**src/utf8_to_hid_keycode_azerty_core_defines.svh**
```systemverilog
// ----------------------------------------------------------------------------
// UTF-8 to HID keycode (AZERTY) - assertion macros
// Concurrent assertion helpers used by the core RTL file of this block.
// ----------------------------------------------------------------------------
`ifndef UTF8_TO_HID_KEYCODE_AZERTY_CORE_DEFINES_SVH
`define UTF8_TO_HID_KEYCODE_AZERTY_CORE_DEFINES_SVH

`ifndef NO_ASSERTIONS

// expression must hold at every clock edge out of reset
`define U2HK_ASSERT_ALWAYS(label, clk, rst_n, expr) \
    label: assert property (@(posedge clk) disable iff (!(rst_n)) (expr)) \
        else $error("u2hk assertion failed");

// consequent must hold in the same cycle as the antecedent
`define U2HK_ASSERT_IMPLIES(label, clk, rst_n, ante, cons) \
    label: assert property (@(posedge clk) disable iff (!(rst_n)) (ante) |-> (cons)) \
        else $error("u2hk implication failed");

`else

`define U2HK_ASSERT_ALWAYS(label, clk, rst_n, expr)
`define U2HK_ASSERT_IMPLIES(label, clk, rst_n, ante, cons)

`endif

`endif

```
**src/u2hk_pkg.sv**
```systemverilog
// ----------------------------------------------------------------------------
// u2hk_pkg
// Types, code point constants and the letter table shared by the UTF-8
// decoder, the AZERTY key mapper and the top level.
// ----------------------------------------------------------------------------
package u2hk_pkg;

    localparam int unsigned CP_W    = 21;
    localparam int unsigned ADV_W   = 3;
    localparam int unsigned USAGE_W = 8;

    // advance codes
    localparam logic [ADV_W-1:0] ADV_NONE = 3'd0;
    localparam logic [ADV_W-1:0] ADV_ONE  = 3'd1;
    localparam logic [ADV_W-1:0] ADV_TWO  = 3'd2;
    localparam logic [ADV_W-1:0] ADV_THR  = 3'd3;
    localparam logic [ADV_W-1:0] ADV_FOUR = 3'd4;

    // scalar value limits
    localparam logic [CP_W-1:0] CP_SUPP_MIN = 21'h010000;
    localparam logic [CP_W-1:0] CP_MAX      = 21'h10FFFF;

    // control and punctuation code points
    localparam logic [CP_W-1:0] CP_BS     = 21'h000008;
    localparam logic [CP_W-1:0] CP_TAB    = 21'h000009;
    localparam logic [CP_W-1:0] CP_LF     = 21'h00000A;
    localparam logic [CP_W-1:0] CP_CR     = 21'h00000D;
    localparam logic [CP_W-1:0] CP_SPACE  = 21'h000020;
    localparam logic [CP_W-1:0] CP_APOS   = 21'h000027;
    localparam logic [CP_W-1:0] CP_COMMA  = 21'h00002C;
    localparam logic [CP_W-1:0] CP_MINUS  = 21'h00002D;
    localparam logic [CP_W-1:0] CP_PERIOD = 21'h00002E;
    localparam logic [CP_W-1:0] CP_ZERO   = 21'h000030;
    localparam logic [CP_W-1:0] CP_ONE    = 21'h000031;
    localparam logic [CP_W-1:0] CP_NINE   = 21'h000039;
    localparam logic [CP_W-1:0] CP_UC_A   = 21'h000041;
    localparam logic [CP_W-1:0] CP_UC_Z   = 21'h00005A;
    localparam logic [CP_W-1:0] CP_LC_A   = 21'h000061;
    localparam logic [CP_W-1:0] CP_LC_Z   = 21'h00007A;
    localparam logic [CP_W-1:0] CP_NBSP   = 21'h0000A0;
    localparam logic [CP_W-1:0] CP_A_GRV  = 21'h0000E0;
    localparam logic [CP_W-1:0] CP_C_CED  = 21'h0000E7;
    localparam logic [CP_W-1:0] CP_E_GRV  = 21'h0000E8;
    localparam logic [CP_W-1:0] CP_E_ACU  = 21'h0000E9;
    localparam logic [CP_W-1:0] CP_U_GRV  = 21'h0000F9;
    localparam logic [CP_W-1:0] CP_LSQUO  = 21'h002018;
    localparam logic [CP_W-1:0] CP_RSQUO  = 21'h002019;

    // HID usages
    localparam logic [USAGE_W-1:0] USE_NONE   = 8'd0;
    localparam logic [USAGE_W-1:0] USE_A      = 8'd4;
    localparam logic [USAGE_W-1:0] USE_Q      = 8'd20;
    localparam logic [USAGE_W-1:0] USE_W      = 8'd26;
    localparam logic [USAGE_W-1:0] USE_Z      = 8'd29;
    localparam logic [USAGE_W-1:0] USE_SEMI   = 8'd51;
    localparam logic [USAGE_W-1:0] USE_1      = 8'd30;
    localparam logic [USAGE_W-1:0] USE_2      = 8'd31;
    localparam logic [USAGE_W-1:0] USE_4      = 8'd33;
    localparam logic [USAGE_W-1:0] USE_6      = 8'd35;
    localparam logic [USAGE_W-1:0] USE_7      = 8'd36;
    localparam logic [USAGE_W-1:0] USE_9      = 8'd38;
    localparam logic [USAGE_W-1:0] USE_0      = 8'd39;
    localparam logic [USAGE_W-1:0] USE_ENTER  = 8'd40;
    localparam logic [USAGE_W-1:0] USE_BKSP   = 8'd42;
    localparam logic [USAGE_W-1:0] USE_TAB    = 8'd43;
    localparam logic [USAGE_W-1:0] USE_SPACE  = 8'd44;
    localparam logic [USAGE_W-1:0] USE_QUOTE  = 8'd52;
    localparam logic [USAGE_W-1:0] USE_PERIOD = 8'd55;
    localparam logic [USAGE_W-1:0] USE_COMMA  = 8'd16;

    // letter index (a = 0) of the keys that move on AZERTY
    localparam logic [4:0] LTR_A = 5'd0;
    localparam logic [4:0] LTR_M = 5'd12;
    localparam logic [4:0] LTR_Q = 5'd16;
    localparam logic [4:0] LTR_W = 5'd22;
    localparam logic [4:0] LTR_Z = 5'd25;

    // decoder result
    typedef struct packed {
        logic             ok;
        logic [ADV_W-1:0] adv;
        logic [CP_W-1:0]  cp;
    } t_dec;

    // key mapper result
    typedef struct packed {
        logic               mapped;
        logic [USAGE_W-1:0] usage;
        logic               shift;
    } t_key;

    // full result item
    typedef struct packed {
        t_dec dec;
        t_key key;
    } t_result;

    // AZERTY usage of a letter, index 0..25 from 'a'
    function automatic logic [USAGE_W-1:0] letter_usage(input logic [4:0] idx);
        logic [USAGE_W-1:0] u;
        unique case (idx)
            LTR_A:   u = USE_Q;
            LTR_Q:   u = USE_A;
            LTR_Z:   u = USE_W;
            LTR_W:   u = USE_Z;
            LTR_M:   u = USE_SEMI;
            default: u = USE_A + {3'b000, idx};
        endcase
        return u;
    endfunction

endpackage

```
**src/u2hk_decode.sv**
```systemverilog
// ----------------------------------------------------------------------------
// u2hk_decode
// Decodes one UTF-8 sequence of 1 to 4 bytes from a four-byte window and
// rejects malformed, overlong, surrogate, out-of-range and short sequences.
// ----------------------------------------------------------------------------
module u2hk_decode (
    input  logic [7:0]    i_first_byte,
    input  logic [7:0]    i_second_byte,
    input  logic [7:0]    i_third_byte,
    input  logic [7:0]    i_fourth_byte,
    input  logic [2:0]    i_bytes_available,
    output u2hk_pkg::t_dec o_dec
);

    logic        cont1, cont2, cont3;
    logic        have2, have3, have4;
    logic [10:0] v2;
    logic [15:0] v3;
    logic [20:0] v4;
    logic        ok2, ok3, ok4;

    // continuation bytes are 10xxxxxx
    assign cont1 = (i_second_byte[7:6] == 2'b10);
    assign cont2 = (i_third_byte[7:6]  == 2'b10);
    assign cont3 = (i_fourth_byte[7:6] == 2'b10);

    // counts above four behave as four
    assign have2 = (i_bytes_available >= 3'd2);
    assign have3 = (i_bytes_available >= 3'd3);
    assign have4 = (i_bytes_available >= 3'd4);

    // assembled values per sequence length
    assign v2 = {i_first_byte[4:0], i_second_byte[5:0]};
    assign v3 = {i_first_byte[3:0], i_second_byte[5:0], i_third_byte[5:0]};
    assign v4 = {i_first_byte[2:0], i_second_byte[5:0], i_third_byte[5:0],
                 i_fourth_byte[5:0]};

    // overlong, surrogate and range checks
    assign ok2 = have2 && cont1 && (v2[10:7] != 4'd0);
    assign ok3 = have3 && cont1 && cont2 && (v3[15:11] != 5'd0)
              && (v3[15:11] != 5'b11011);
    assign ok4 = have4 && cont1 && cont2 && cont3
              && (v4 >= u2hk_pkg::CP_SUPP_MIN) && (v4 <= u2hk_pkg::CP_MAX);

    // pick by lead byte class
    always_comb begin
        o_dec.ok  = 1'b0;
        o_dec.adv = u2hk_pkg::ADV_ONE;
        o_dec.cp  = '0;
        if (i_bytes_available == 3'd0) begin
            o_dec.adv = u2hk_pkg::ADV_NONE;
        end else if (i_first_byte[7] == 1'b0) begin
            o_dec.ok  = 1'b1;
            o_dec.cp  = {13'd0, i_first_byte};
        end else if (i_first_byte[7:5] == 3'b110) begin
            if (ok2) begin
                o_dec.ok  = 1'b1;
                o_dec.adv = u2hk_pkg::ADV_TWO;
                o_dec.cp  = {10'd0, v2};
            end
        end else if (i_first_byte[7:4] == 4'b1110) begin
            if (ok3) begin
                o_dec.ok  = 1'b1;
                o_dec.adv = u2hk_pkg::ADV_THR;
                o_dec.cp  = {5'd0, v3};
            end
        end else if (i_first_byte[7:3] == 5'b11110) begin
            if (ok4) begin
                o_dec.ok  = 1'b1;
                o_dec.adv = u2hk_pkg::ADV_FOUR;
                o_dec.cp  = v4;
            end
        end
    end

endmodule

```
**src/u2hk_keymap.sv**
```systemverilog
// ----------------------------------------------------------------------------
// u2hk_keymap
// Maps a decoded code point to a HID usage and shift flag on a French
// AZERTY layout. Unmapped or failed decodes give all zeros.
// ----------------------------------------------------------------------------
module u2hk_keymap (
    input  u2hk_pkg::t_dec i_dec,
    output u2hk_pkg::t_key o_key
);

    logic [20:0] cp;
    logic [4:0]  ltr_idx;
    logic [3:0]  dig_idx;

    assign cp      = i_dec.cp;
    // 'a' and 'A' both sit at 1 in the low five bits
    assign ltr_idx = cp[4:0] - 5'd1;
    assign dig_idx = cp[3:0] - 4'd1;

    // lookup: fixed code points first, then letter and digit ranges
    always_comb begin
        o_key.mapped = 1'b1;
        o_key.usage  = u2hk_pkg::USE_NONE;
        o_key.shift  = 1'b0;
        case (cp)
            u2hk_pkg::CP_LF,
            u2hk_pkg::CP_CR:     o_key.usage = u2hk_pkg::USE_ENTER;
            u2hk_pkg::CP_TAB:    o_key.usage = u2hk_pkg::USE_TAB;
            u2hk_pkg::CP_SPACE,
            u2hk_pkg::CP_NBSP:   o_key.usage = u2hk_pkg::USE_SPACE;
            u2hk_pkg::CP_BS:     o_key.usage = u2hk_pkg::USE_BKSP;
            u2hk_pkg::CP_APOS,
            u2hk_pkg::CP_LSQUO,
            u2hk_pkg::CP_RSQUO:  o_key.usage = u2hk_pkg::USE_4;
            u2hk_pkg::CP_COMMA:  o_key.usage = u2hk_pkg::USE_COMMA;
            u2hk_pkg::CP_PERIOD: o_key.usage = u2hk_pkg::USE_PERIOD;
            u2hk_pkg::CP_MINUS:  o_key.usage = u2hk_pkg::USE_6;
            u2hk_pkg::CP_E_ACU:  o_key.usage = u2hk_pkg::USE_2;
            u2hk_pkg::CP_E_GRV:  o_key.usage = u2hk_pkg::USE_7;
            u2hk_pkg::CP_A_GRV:  o_key.usage = u2hk_pkg::USE_0;
            u2hk_pkg::CP_C_CED:  o_key.usage = u2hk_pkg::USE_9;
            u2hk_pkg::CP_U_GRV:  o_key.usage = u2hk_pkg::USE_QUOTE;
            u2hk_pkg::CP_ZERO: begin
                o_key.usage = u2hk_pkg::USE_0;
                o_key.shift = 1'b1;
            end
            default: begin
                if (cp >= u2hk_pkg::CP_LC_A && cp <= u2hk_pkg::CP_LC_Z) begin
                    o_key.usage = u2hk_pkg::letter_usage(ltr_idx);
                end else if (cp >= u2hk_pkg::CP_UC_A && cp <= u2hk_pkg::CP_UC_Z) begin
                    o_key.usage = u2hk_pkg::letter_usage(ltr_idx);
                    o_key.shift = 1'b1;
                end else if (cp >= u2hk_pkg::CP_ONE && cp <= u2hk_pkg::CP_NINE) begin
                    // top row digits need shift on AZERTY
                    o_key.usage = u2hk_pkg::USE_1 + {4'd0, dig_idx};
                    o_key.shift = 1'b1;
                end else begin
                    o_key.mapped = 1'b0;
                end
            end
        endcase
        // nothing maps on a failed decode
        if (!i_dec.ok) begin
            o_key.mapped = 1'b0;
            o_key.usage  = u2hk_pkg::USE_NONE;
            o_key.shift  = 1'b0;
        end
    end

endmodule

```
**src/utf8_to_hid_keycode_azerty_core.sv**
```systemverilog
// ----------------------------------------------------------------------------
// utf8_to_hid_keycode_azerty_core
// Decodes one UTF-8 code point from a window of up to four bytes and gives
// its key on a French AZERTY layout. One window is taken every clock cycle;
// each result is offered once the result register is free and can be taken
// at the next clock edge (one input register, one result register, with the
// decoder and key lookup between them). Throughput is set by that single
// register-to-register path, so back-to-back windows stream at one per cycle
// while the output is taken; with both registers full and the output held
// off, the input stalls.
// On a decode failure the advance is one byte and the other result fields are
// zero; with no bytes available the advance is zero.
// ----------------------------------------------------------------------------
`include "utf8_to_hid_keycode_azerty_core_defines.svh"

module utf8_to_hid_keycode_azerty_core (
    input  logic        i_clk,
    input  logic        i_rst_n,
    // input channel
    input  logic        i_in_valid,
    output logic        o_in_ready,
    input  logic [7:0]  i_first_byte,
    input  logic [7:0]  i_second_byte,
    input  logic [7:0]  i_third_byte,
    input  logic [7:0]  i_fourth_byte,
    input  logic [2:0]  i_bytes_available,
    // result channel
    output logic        o_out_valid,
    input  logic        i_out_ready,
    output logic        o_decode_ok,
    output logic [2:0]  o_advance,
    output logic [20:0] o_code_point,
    output logic        o_mapped,
    output logic [7:0]  o_usage_code,
    output logic        o_need_shift
);

    logic                  r_in_valid;
    logic                  n_in_valid;
    logic [7:0]            r_b0, r_b1, r_b2, r_b3;
    logic [2:0]            r_avail;
    logic                  r_out_valid;
    logic                  n_out_valid;
    u2hk_pkg::t_result     r_out;
    u2hk_pkg::t_dec        dec;
    u2hk_pkg::t_key        key;
    logic                  out_free;
    logic                  in_take;
    logic                  out_load;

    // pipeline flow control
    assign out_free   = !r_out_valid || i_out_ready;
    assign out_load   = r_in_valid && out_free;
    assign o_in_ready = !r_in_valid || out_free;
    assign in_take    = i_in_valid && o_in_ready;

    assign n_in_valid  = in_take ? 1'b1 : (out_load ? 1'b0 : r_in_valid);
    assign n_out_valid = out_load ? 1'b1 : (i_out_ready ? 1'b0 : r_out_valid);

    // valid flags
    always_ff @(posedge i_clk) begin
        if (!i_rst_n) begin
            r_in_valid  <= 1'b0;
            r_out_valid <= 1'b0;
        end else begin
            r_in_valid  <= n_in_valid;
            r_out_valid <= n_out_valid;
        end
    end

    // input register
    always_ff @(posedge i_clk) begin
        if (in_take) begin
            r_b0    <= i_first_byte;
            r_b1    <= i_second_byte;
            r_b2    <= i_third_byte;
            r_b3    <= i_fourth_byte;
            r_avail <= i_bytes_available;
        end
    end

    // decode and key lookup
    u2hk_decode u_decode (
        .i_first_byte      (r_b0),
        .i_second_byte     (r_b1),
        .i_third_byte      (r_b2),
        .i_fourth_byte     (r_b3),
        .i_bytes_available (r_avail),
        .o_dec             (dec)
    );

    u2hk_keymap u_keymap (
        .i_dec (dec),
        .o_key (key)
    );

    // result register
    always_ff @(posedge i_clk) begin
        if (out_load) begin
            r_out.dec <= dec;
            r_out.key <= key;
        end
    end

    assign o_out_valid  = r_out_valid;
    assign o_decode_ok  = r_out.dec.ok;
    assign o_advance    = r_out.dec.adv;
    assign o_code_point = r_out.dec.cp;
    assign o_mapped     = r_out.key.mapped;
    assign o_usage_code = r_out.key.usage;
    assign o_need_shift = r_out.key.shift;

    // checks
    `U2HK_ASSERT_IMPLIES(a_fail_zero, i_clk, i_rst_n,
        r_out_valid && !r_out.dec.ok,
        r_out.dec.cp == 21'd0 && !r_out.key.mapped && r_out.key.usage == u2hk_pkg::USE_NONE)
    `U2HK_ASSERT_IMPLIES(a_mapped_ok, i_clk, i_rst_n,
        r_out_valid && r_out.key.mapped,
        r_out.dec.ok && r_out.key.usage != u2hk_pkg::USE_NONE)
    `U2HK_ASSERT_IMPLIES(a_ok_adv, i_clk, i_rst_n,
        r_out_valid && r_out.dec.ok,
        r_out.dec.adv != u2hk_pkg::ADV_NONE && r_out.dec.adv <= u2hk_pkg::ADV_FOUR)
    `U2HK_ASSERT_ALWAYS(a_full_stall, i_clk, i_rst_n,
        !(r_in_valid && r_out_valid && !i_out_ready && o_in_ready))

endmodule

```
**config.mk**
```make
export PLATFORM = sky130hd
export DESIGN_NAME = utf8_to_hid_keycode_azerty_core
export DESIGN_NICKNAME = d
export VERILOG_FILES = /design/src/u2hk_pkg.sv /design/src/u2hk_decode.sv /design/src/u2hk_keymap.sv /design/src/utf8_to_hid_keycode_azerty_core.sv
export VERILOG_INCLUDE_DIRS = /design/src /design/src/src
export SDC_FILE = /design/constraint.sdc
export NUM_CORES = 1
export LEC_CHECK = 0
export BUFFER_PORTS_ARGS = -buffer_cell sky130_fd_sc_hd__buf_2
export CAP_MARGIN = 30
export CORE_UTILIZATION = 41
export DETAILED_ROUTE_END_ITERATION = 10
export PLACE_DENSITY = 0.65
export RECOVER_POWER = 100
export SYNTH_ARGS = -nofsm -noshare
export SYNTH_HDL_FRONTEND = slang
export SYNTH_SLANG_ARGS = --single-unit
export TNS_END_PERCENT = 20
```
**constraint.sdc**
```tcl
create_clock -name i_clk -period 4.2 [get_ports i_clk]
set_input_delay 0.42 -clock i_clk [delete_from_list [all_inputs] [get_ports i_clk]]
set_output_delay 0.42 -clock i_clk [all_outputs]
set_load 0.01 [all_outputs]
```
==> flow_metrics.py <==
metrics = {
    "status": {
        "status": "complete, but fails checks",
        "failing_checks": "max-capacitance violations, max-slew violations",
    },
    "die": {
        "ios": 76,
        "core_mm2": 0.00933,
        "initial_utilization": 0.429,
        "die_w_um": 101,
        "placement_rows": 35,
        "dieArea_mm2": 0.0102,
        "chip_height_um": 101,
    },
    "logic_synthesis": {
        "postSynthCellCount": 352,
        "synth.cell_area_mm2": 0.00400,
        "synth_sequential_area_ratio": 0.520,
        "synth_warnings": 0,
        "netlist-cell-type-count": 77,
        "yosysTopAreaCellShare": 0.510,
        "yosysTopAreaCell": "edfxtp_1",
        "dominantRegCellSynth": "edfxtp_1",
        "async_reset_ff_frac": 0,
        "postSynthAreaPerCell_um2": 11.4,
        "synth.top_cells.by_area": "edfxtp_1, ha_1, nor2_1",
        "synth.ff_latch_count": 70,
        "number_of_enable_type_register_cells_in_the_synthesized_netlist": 68,
    },
    "route": {
        "postRouteWirelength_um": 10000,
        "drt-wirelength-per-cell_um": 17.4,
        "viasPerCell": 5.75,
        "route.vias.total": 3314,
        "drtIter0Drc": 189,
        "detail_route.drc_violations": 0,
        "detail_route.first_pass.iterations": 5,
        "drt.antenna.violating_nets": 0,
    },
    "power": {
        "cellPowerDensity_mw_per_mm2": 338,
        "vdd_ir_drop_max_v": 0.000159,
        "power.leakage_uw": 0.00170,
    },
    "timing": {
        "maxSlewViolCount": 70,
        "layout_worst_path_cycle_share": 0.934,
        "clock.fmax_mhz": 255,
        "setup_tns_ns": 0,
        "grt_setup_unrepaired": "false",
        "least_setup_slack_across_all_paths_after_layout_ns": 0.276,
        "timing.final.hold_violations": 0,
        "timing.final.crit_period_ns": 3.92,
        "tightest_slew_ns": 1.75,
        "slew-limit-headroom": -0.166,
        "report.final.setup_viol": 0,
        "clock_skews_ns": 0.00840,
    },
    "clock_tree": {
        "cts_resized": 0,
        "ctsHoldBuffers": 0,
        "cts-root-buf": "clkbuf_8",
        "cts_max_path_buffers": 2,
        "cts_made_buffers": 9,
        "cts_tree": "done",
        "cts.sinks": 70,
        "post_cts.repair.setup_buffers": 0,
        "clkTransAtPathRegs_ns": 0.08,
        "worst_skew_pair.late_latency_ns": 0.35,
        "cts_max_level": 3,
    },
    "critical_path": {
        "critPathSlowestCell": "edfxtp_1",
        "worstPathRequired_ns": 4.28,
        "startpoint_type": "flip-flop",
        "worst_ep_arrival_time_ns": 4.01,
        "crit_family": "compound AO/OA/AOI/OAI gates",
        "end_kind": "flip-flop",
        "timing.critical_path.buf_inv": 2,
        "crit_path_max_fanout": 9,
        "timing.setup.critical_path_class": "flip-flop to flip-flop",
        "crit_path_cell_trace": "nor4_4, xnor2_1, a31oi_1, a221oi_2, inv_1, ha_1, xnor2_2, inv_1, ha_1, nand2_1, or3_1, o211a_1, o32ai_1, o211ai_1",
        "cp_slowest_stage_delay_ns": 0.53,
    },
    "placed_design": {
        "dp_slack_ns": 0.304,
        "detailedPlacementHpwl_um": 7690,
        "gp_congestion": 0.929,
        "io_buffer_count": 73,
    },
    "final_layout": {
        "flow.area_growth_from_synthesis_pct": 18.0,
        "post_route_cells_drive_above_1_share": 0.219,
        "finish.utilization": 0.506,
        "nets": 492,
        "insertedDiodeCount": 0,
    },
    "global_route": {
        "first_global_vias": 3186,
        "wire_length_of_the_first_global_routing_pass_um": 16000,
        "grt_overflow_total": 0,
        "globalRouteTotalUtil": 0.209,
        "antenna_found_initial": 0,
        "pin_count_of_the_biggest_net_entering_global_routing": 36,
    },
    "run": {
        "cap_violations": 2,
    },
    "min_path": {
        "worst_hold_path_type": "input port to flip-flop",
    },
}
==> final timing paths <==
| path | from | to | slack, ns | depth (start not counted) |
|---|---|---|---|---|
| setup / recovery | r_b1[5] | o_usage_code[2] | 0.28 | 14 |
| hold reg to reg | r_in_valid | o_out_valid | 0.52 | 1 |
| setup reg to reg | r_b1[5] | o_usage_code[2] | 0.28 | 14 |
| hold / removal | i_third_byte[5] | r_b2[5] | 0.24 | 1 |
==> synth_stat cells (4+ instances only) <==
library cell  number
inv_2              5
nand3_1           14
clkbuf_1           4
a31oi_1            5
o22ai_1            4
nor4_4             4
edfxtp_1          68
and2_1             8
o211ai_1           9
or4_1              5
nor3_1            11
o221ai_1           4
nor2_1            23
o21ai_0           15
and3_1             4
a21oi_1            7
inv_1             12
a211oi_1           5
ha_1              11
buf_2              7
nand2_1           22
nor4_1             8
or3_1              5
o41ai_1            7
nand4_1            6
==> state kept, by name, indices dropped and copies added (netlist names) <==
signal	cells
r_in_valid	1
r_b0	8
o_need_shift	1
o_code_point	21
o_decode_ok	1
o_mapped	1
o_usage_code	6
r_b1	8
o_advance	3
r_avail	3
r_b2	8
r_b3	8
o_out_valid	1
==> stage by stage <==
stage	hold WS [ns]	instance area, µm²	total power (µW)	std cells
floorplan	0.477	4000	1030	353
global placement	0.489	4610	1130	560
detailed placement	0.502	4610	1130	560
CTS	0.230	4780	1600	576
global route	0.227	4720	1660	576
finish	0.242	4720	1590	576
==> cell type report <==
| cell class | count | area, µm² |
|---|---|---|
| flip-flops and latches | 70 | 2080 |
| multi-input cells | 249 | 1780 |
| inverters | 18 | 67.6 |
| clock buffers | 10 | 128 |
| repair buffers | 94 | 458 |
| fillers | 863 | 4610 |
| clock inverters | 6 | 45.0 |
| well taps | 129 | 161 |
==> cell usage in the layout (no fill, tap or decap), drive strengths merged, types with 5 or more instances in the layout <==
master and count:
edfxtp 68, clkbuf 51, buf 53, inv 19, nand3 14, a31oi 5, nor4 15, or4 5
nor2 23, nor3 13, o211ai 9, o21ai 18, nand2 22, o41ai 7, a211oi 6, and2 9
or3 5, a21oi 8, nand4 6, ha 11
==> cells by family after synthesis <==
logic type      synth area share
compound gates             0.179
flops                      0.520
fa+ha+maj                 0.0344
mux                      0.00500
xor+xnor                 0.00876
buf+inv                   0.0378
simple gates               0.214
other cells             0.000937
==> power breakdown <==
| group | total, µW | switching (µW) | internal (µW) |
|---|---|---|---|
| registers | 840 | 24.0 | 816 |
| logic | 273 | 170 | 103 |
| clock network | 480 | 263 | 217 |
==> per-layer routing <==
layer | routed length (µm) | vias up | global-route usage
li1 | - | 1585 | -
met1 | 4520 | 1562 | 0.276
met2 | 4540 | 141 | 0.325
met3 | 607 | 26 | 0.0368
met4 | 354 | 0 | 0.119
met5 | 0 | - | 0
Note: power is estimated with default switching activity, not from simulation.
